**src/hw/rtl/lz4_block_decompressor_core_assert.svh**
```systemverilog
// Assertion macros shared by the decompressor RTL.
// Each macro expands to one labelled concurrent assertion, clocked on the
// rising edge and switched off while reset is high.
`ifndef LZ4_BLOCK_DECOMPRESSOR_CORE_ASSERT_SVH
`define LZ4_BLOCK_DECOMPRESSOR_CORE_ASSERT_SVH

// Consequent must hold in the same cycle as the antecedent.
`define LZ4D_ASSERT_NOW(label, clk, rst, ante, cons) \
  label: assert property (@(posedge clk) disable iff (rst) (ante) |-> (cons)) \
    else $error("lz4 decompressor check failed");

// Consequent must hold in the cycle after the antecedent.
`define LZ4D_ASSERT_NEXT(label, clk, rst, ante, cons) \
  label: assert property (@(posedge clk) disable iff (rst) (ante) |=> (cons)) \
    else $error("lz4 decompressor check failed");

`endif

```
**src/hw/rtl/lz4d_ram.sv**
```systemverilog
// ----------------------------------------------------------------------------
// Generic simple dual-port RAM
// One write port and one read port with a registered, enabled read.
// ----------------------------------------------------------------------------
module lz4d_ram #(
  parameter int WIDTH = 8,
  parameter int DEPTH = 256
) (
  input  logic                     clk,
  input  logic                     we,
  input  logic [$clog2(DEPTH)-1:0] waddr,
  input  logic [WIDTH-1:0]         wdata,
  input  logic                     re,
  input  logic [$clog2(DEPTH)-1:0] raddr,
  output logic [WIDTH-1:0]         rdata
);

  logic [WIDTH-1:0] mem [DEPTH];

  // Write port.
  always_ff @(posedge clk) begin
    if (we) begin
      mem[waddr] <= wdata;
    end
  end

  // Read port; the data holds while no read is issued.
  always_ff @(posedge clk) begin
    if (re) begin
      rdata <= mem[raddr];
    end
  end

endmodule

```
**config.mk**
```make
export PLATFORM = sky130hd
export DESIGN_NAME = lz4d_ram
export DESIGN_NICKNAME = d
export VERILOG_FILES = /design/src/hw/rtl/lz4_block_decompressor_core_assert.svh /design/src/hw/rtl/lz4d_ram.sv
export SDC_FILE = /design/constraint.sdc
export NUM_CORES = 2
export LEC_CHECK = 0
export BUFFER_PORTS_ARGS = -buffer_cell sky130_fd_sc_hd__buf_2
export CELL_PAD_IN_SITES_DETAIL_PLACEMENT = 1
export CELL_PAD_IN_SITES_GLOBAL_PLACEMENT = 1
export CORE_MARGIN = 2
export CORE_UTILIZATION = 56
export CTS_CLUSTER_SIZE = 30
export DETAILED_ROUTE_END_ITERATION = 8
export GPL_TIMING_DRIVEN = 0
export PLACE_DENSITY = 0.83
export SLEW_MARGIN = 30
export SYNTH_ARGS = -nofsm -noshare
export SYNTH_HDL_FRONTEND = slang
export SYNTH_SLANG_ARGS = --single-unit
```
**constraint.sdc**
```tcl
create_clock -name clk -period 2.8 [get_ports clk]
set_clock_uncertainty 0.1 [all_clocks]
set_input_delay 0.28 -clock clk [delete_from_list [all_inputs] [get_ports clk]]
set_output_delay 0.28 -clock clk [all_outputs]
set_load 0.005 [all_outputs]
```
# Yosys cells after proc, flatten, opt, wreduce, memory -nomap -nowiden
# Memories as Yosys holds them, arrays and structs flattened. A register that Yosys moved wholly into a read port is not among the register bits.
# Index checks and enable logic that the tools add are counted.
dict set report classes {
  muxes 2
}
# operator count
set op_table {}
lappend op_table {{$mux 1} 2}
dict set report totals {
  register_bits 0
  n_memories 1
  word_cells 3
  in_bits 27
  output_inout_bits 8
  ramBits 2048
}
# memory words word_bits read_ports rd_clocked_by_memory_dff write_ports line_no
set memory_table {}
lappend memory_table {mem 256 8 1 1 1 lz4d_ram.sv:18} ;# logic [WIDTH-1:0] mem [DEPTH];

# Logic depth before layout (Yosys ltp)
dict set report depth {
  ltp_word 2
  depth_mapped 11
  mapped_depth_nobuf 6
}

# Worst setup path after synthesis
# No wires, ideal clock.
dict set report synth_timing {
  kind {input to register}
  startpoint {in raddr[0]}
  endpoint {reg rdata[2] (read register of mem), data pin}
  arrival_time_ns 2.087
  slack_ns 0.344
  required_ns 2.431
  stages 9
  setup_time_ns 0.269
  n_path_buf 4
  path_cell_list {buf_6 > buf_12 > buf_8 > buf_2 > mux4_2 > a22oi_1 > a21oi_1 > nor4_1 > nor4_2}
}
# element line_no
set synth_rtl {}
lappend synth_rtl {{start: declaration} lz4d_ram.sv:14} ;# input logic [$clog2(DEPTH)-1:0] raddr,
lappend synth_rtl {{end: declaration} lz4d_ram.sv:15} ;# output logic [WIDTH-1:0] rdata

==> results.sh <==
export IMPL_maxSlewViolCount=0
export IMPL_final_net_count=4036
export IMPL_post_route_cells_drive_above_1_share_pct=28.6
export IMPL_initial_core_util_pct=56.3
export IMPL_die_footprint_um2=145000
export IMPL_placement_io_buffers=27
export IMPL_n_fill_cell=11113
export IMPL_slew_headroom_pct=13.8
export IMPL_power_report_internal_total_mw=50.7
export IMPL_power_density_cell_area_nw_per_um2=733
export IMPL_p_leak_nw=28.2
export IMPL_antenna_found_initial=21
export IMPL_dpl_hpwl_um=175000
export IMPL_tightest_slew_ns=1.29
export IMPL_final_antenna_violating_net_count=0
export IMPL_critPathRequiredTime_ns=3.30
export IMPL_multi_input_area_um2=17500
export IMPL_maxUsedRoutingLayer="met5"
export IMPL_clock_power_share_pct=42.6
export IMPL_synthesized_net_count=3760
export IMPL_sequentialPowerShare_pct=50.9
export IMPL_clock_sinks=2056
export IMPL_grt_max_degree=117
export IMPL_power_switching_fraction_pct=24.0
export IMPL_track_usage_pct=39.9
export IMPL_routedLengthMet1_um=89900
export IMPL_crit_path_start_kind="flip-flop"
export IMPL_synth_edff_count=2056
export IMPL_drc_errors=21
export IMPL_postSynthAreaPerCell_um2=21.3
export IMPL_timing_critical_path_to_type="flip-flop"
export IMPL_p_sw_mw=16.0
export IMPL_min_period_ns=3.37
export IMPL_synth_ff_type="sky130_fd_sc_hd__edfxtp_1"
export IMPL_irDropWorstVdd_mv=0.813
export IMPL_coreArea_um2=141000
export IMPL_cts_made_buffers=198
export IMPL_via_density=7.87
export IMPL_violations="DRC, setup timing"
export IMPL_cp_arrival_ns=3.87
export IMPL_wl_met3_um=52800
export IMPL_routabilityCongestion=0.998
export IMPL_die_width_um=381
export IMPL_critPathMaxFanout=1
export IMPL_drt_wirelength_per_cell_um=49.8
export IMPL_postSynth_asyncResetShare_pct=0
export IMPL_met2_wirelength_um=130000
export IMPL_setup_repair_after_global_routing_missed_its_margin="true"
export IMPL_clk_root_buffer_cell="sky130_fd_sc_hd__clkbuf_16"
export IMPL_postLayoutSetupSlackWorst_ns=-0.572
export IMPL_grt_pass1_vias=46633
export IMPL_max_cap_violations=0
export IMPL_hold_violations=0
export IMPL_route_vias_total=47847
export IMPL_top_level_ports=35
export IMPL_area_sequential_um2=61700
export IMPL_fin_util_pct=64.4
export IMPL_clock_insertion_delay_worst_skew_ns=0.92
export IMPL_commonest_non_fill_non_tap_cell_in_the_layout="sky130_fd_sc_hd__edfxtp_1"
export IMPL_firstDrtPassIters=9
export IMPL_post_synthesis_instance_area_um2=79600
export IMPL_dpl_cell_count=5683
export IMPL_path_clk_slew_ns=0.09
export IMPL_post_route_period_util_pct=120
export IMPL_p_comb_share_pct=6.5
export IMPL_ys_ff_latch=2056
export IMPL_syn_inst=3733
export IMPL_most_common_layout_cells="sky130_fd_sc_hd__edfxtp_1, sky130_fd_sc_hd__mux4_2, sky130_fd_sc_hd__clkbuf_16, sky130_fd_sc_hd__nor2_1, sky130_fd_sc_hd__mux2i_1"
export IMPL_path_class="flip-flop to flip-flop"
export IMPL_yosysSeqAreaShare_pct=77.5
export IMPL_run_status="finished, violations left"
export IMPL_grt_pass1_wl_um=391000
export IMPL_synth_cell_type_count=54
export IMPL_routed_wirelength_um=303000
export IMPL_yosys_warnings=0
export IMPL_clockBufferDepth=3
export IMPL_layout_area_overhead_vs_synth_pct=14.3
export IMPL_fmaxAchievable_mhz=297
export IMPL_drtIter0Drc=9855
export IMPL_cts_tree="built"
export IMPL_cts_htree_levels=4
export IMPL_gr_total_overflow=0
export IMPL_hold_path_class="input port to flip-flop"
export IMPL_final_cells=6079
export IMPL_finalSetupViolations=742
export IMPL_fp_dieH_um=381
export IMPL_placement_rows=138
[power by group through the flow]
stage                     sequential [mW]  combinational, mW  clock [mW]
after detailed placement             34.6               3.61           0
after floorplan                      34.6               1.65           0
after global placement               34.7               3.31           0
after CTS                            34.0               3.82        27.5
after global routing                 34.0               4.24        28.9
final                                34.0               4.35        28.4
[Yosys cell counts, types with 5 or more instances]
master | number | area share, %
sky130_fd_sc_hd__nor2b_1 | 31 | 0.24
sky130_fd_sc_hd__buf_2 | 31 | 0.19
sky130_fd_sc_hd__o221ai_1 | 46 | 0.51
sky130_fd_sc_hd__mux4_2 | 454 | 13
sky130_fd_sc_hd__edfxtp_1 | 2056 | 78
sky130_fd_sc_hd__and2_1 | 6 | 0.047
sky130_fd_sc_hd__a221oi_1 | 13 | 0.14
sky130_fd_sc_hd__mux2i_1 | 134 | 1.7
sky130_fd_sc_hd__nor4_1 | 24 | 0.19
sky130_fd_sc_hd__buf_1 | 22 | 0.10
sky130_fd_sc_hd__buf_8 | 13 | 0.25
sky130_fd_sc_hd__nor3_1 | 22 | 0.14
sky130_fd_sc_hd__nor2_1 | 282 | 1.3
sky130_fd_sc_hd__buf_6 | 21 | 0.30
sky130_fd_sc_hd__a22o_1 | 8 | 0.088
sky130_fd_sc_hd__nand2b_1 | 8 | 0.063
sky130_fd_sc_hd__buf_12 | 8 | 0.20
sky130_fd_sc_hd__clkbuf_1 | 111 | 0.52
sky130_fd_sc_hd__a21oi_1 | 96 | 0.60
sky130_fd_sc_hd__o21ai_0 | 10 | 0.063
sky130_fd_sc_hd__o22ai_1 | 28 | 0.22
sky130_fd_sc_hd__buf_4 | 27 | 0.25
sky130_fd_sc_hd__o22a_1 | 5 | 0.055
sky130_fd_sc_hd__a22oi_1 | 133 | 1.3
sky130_fd_sc_hd__a211oi_1 | 16 | 0.15
sky130_fd_sc_hd__nand4_1 | 10 | 0.079
sky130_fd_sc_hd__nand3_1 | 34 | 0.21
sky130_fd_sc_hd__nand2_1 | 33 | 0.16
sky130_fd_sc_hd__o211ai_1 | 10 | 0.094
[flip-flops by register name (all words and copies together), names as in the netlist]
| register | count |
|---|---|
| rdata | 8 |
| mem | 2048 |
[worst max-delay path, stage by stage (launching register included)]
cell and delay, ns:
sky130_fd_sc_hd__edfxtp_1 0.49, sky130_fd_sc_hd__mux4_2 0.50, sky130_fd_sc_hd__nor2b_1 0.15, sky130_fd_sc_hd__a211oi_1 0.88, sky130_fd_sc_hd__nor3_1 0.25, sky130_fd_sc_hd__nor4_1 0.54
sky130_fd_sc_hd__nor4_1 0.15
[timing repair]
action / in CTS / in global routing
hold buffers: 9 / 0
setup endpoints to repair: 885 / 649
resized for setup: 159 / 155
hold endpoints to repair: 495 / 0
setup buffers: 4 / 6
pin swaps: 7 / 15
cloned: 0 / 0
[layer usage]
metal / GRT usage [%] / vias up
met1: 47.7 / 23889
met2: 57.4 / 5975
met3: 18.4 / 1686
li1: - / 16273
met5: 0.0661 / -
met4: 28.4 / 24
[area by class of cell]
cell class	instances	share of cell area, %
sequential	2056	67.8
multi-input combinational	1442	19.2
clock buffer	250	5.73
tap	1890	2.60
buffer	230	1.87
clock inverter	116	1.45
timing repair buffer	79	1.33
antenna	14	0.0385
inverter	2	0.00962
[stage by stage]
step / power [mW] / hold slack [ns] / TNS [ns] / instance area, µm² / setup WS, ns
after detailed placement: 38.2 / 0.581 / -1434.96 / 83200 / -2.01
after global placement: 38.0 / 0.575 / -4791.02 / 82100 / -2.44
after global routing: 67.1 / 0.276 / -13.22 / 91000 / -0.562
after CTS: 65.3 / 0.178 / -0.128 / 90400 / -0.128
after floorplan: 36.3 / 0.279 / 0 / 79600 / 0.344
final: 66.7 / 0.263 / -106.68 / 91100 / -0.572
[cell families after synthesis]
kind of cell | Yosys count | synth area share, %
buffers and inverters | 235 | 1.83
multiplexers | 591 | 14.6
AO/OA/AOI/OAI | 385 | 3.42
AND/OR/NAND/NOR | 466 | 2.63
flip-flops | 2056 | 77.5
[final timing paths]
| check | start | end | slack [ns] | depth (start not counted) |
|---|---|---|---|---|
| setup / recovery | mem[101][4] | rdata[4] | -0.57 | 6 |
| hold / removal | waddr[4] | mem[114][7] | 0.26 | 3 |
| setup reg to reg | mem[101][4] | rdata[4] | -0.57 | 6 |
| hold reg to reg | mem[227][0] | rdata[0] | 1.16 | 5 |
Power figures use the tool's default switching activity.
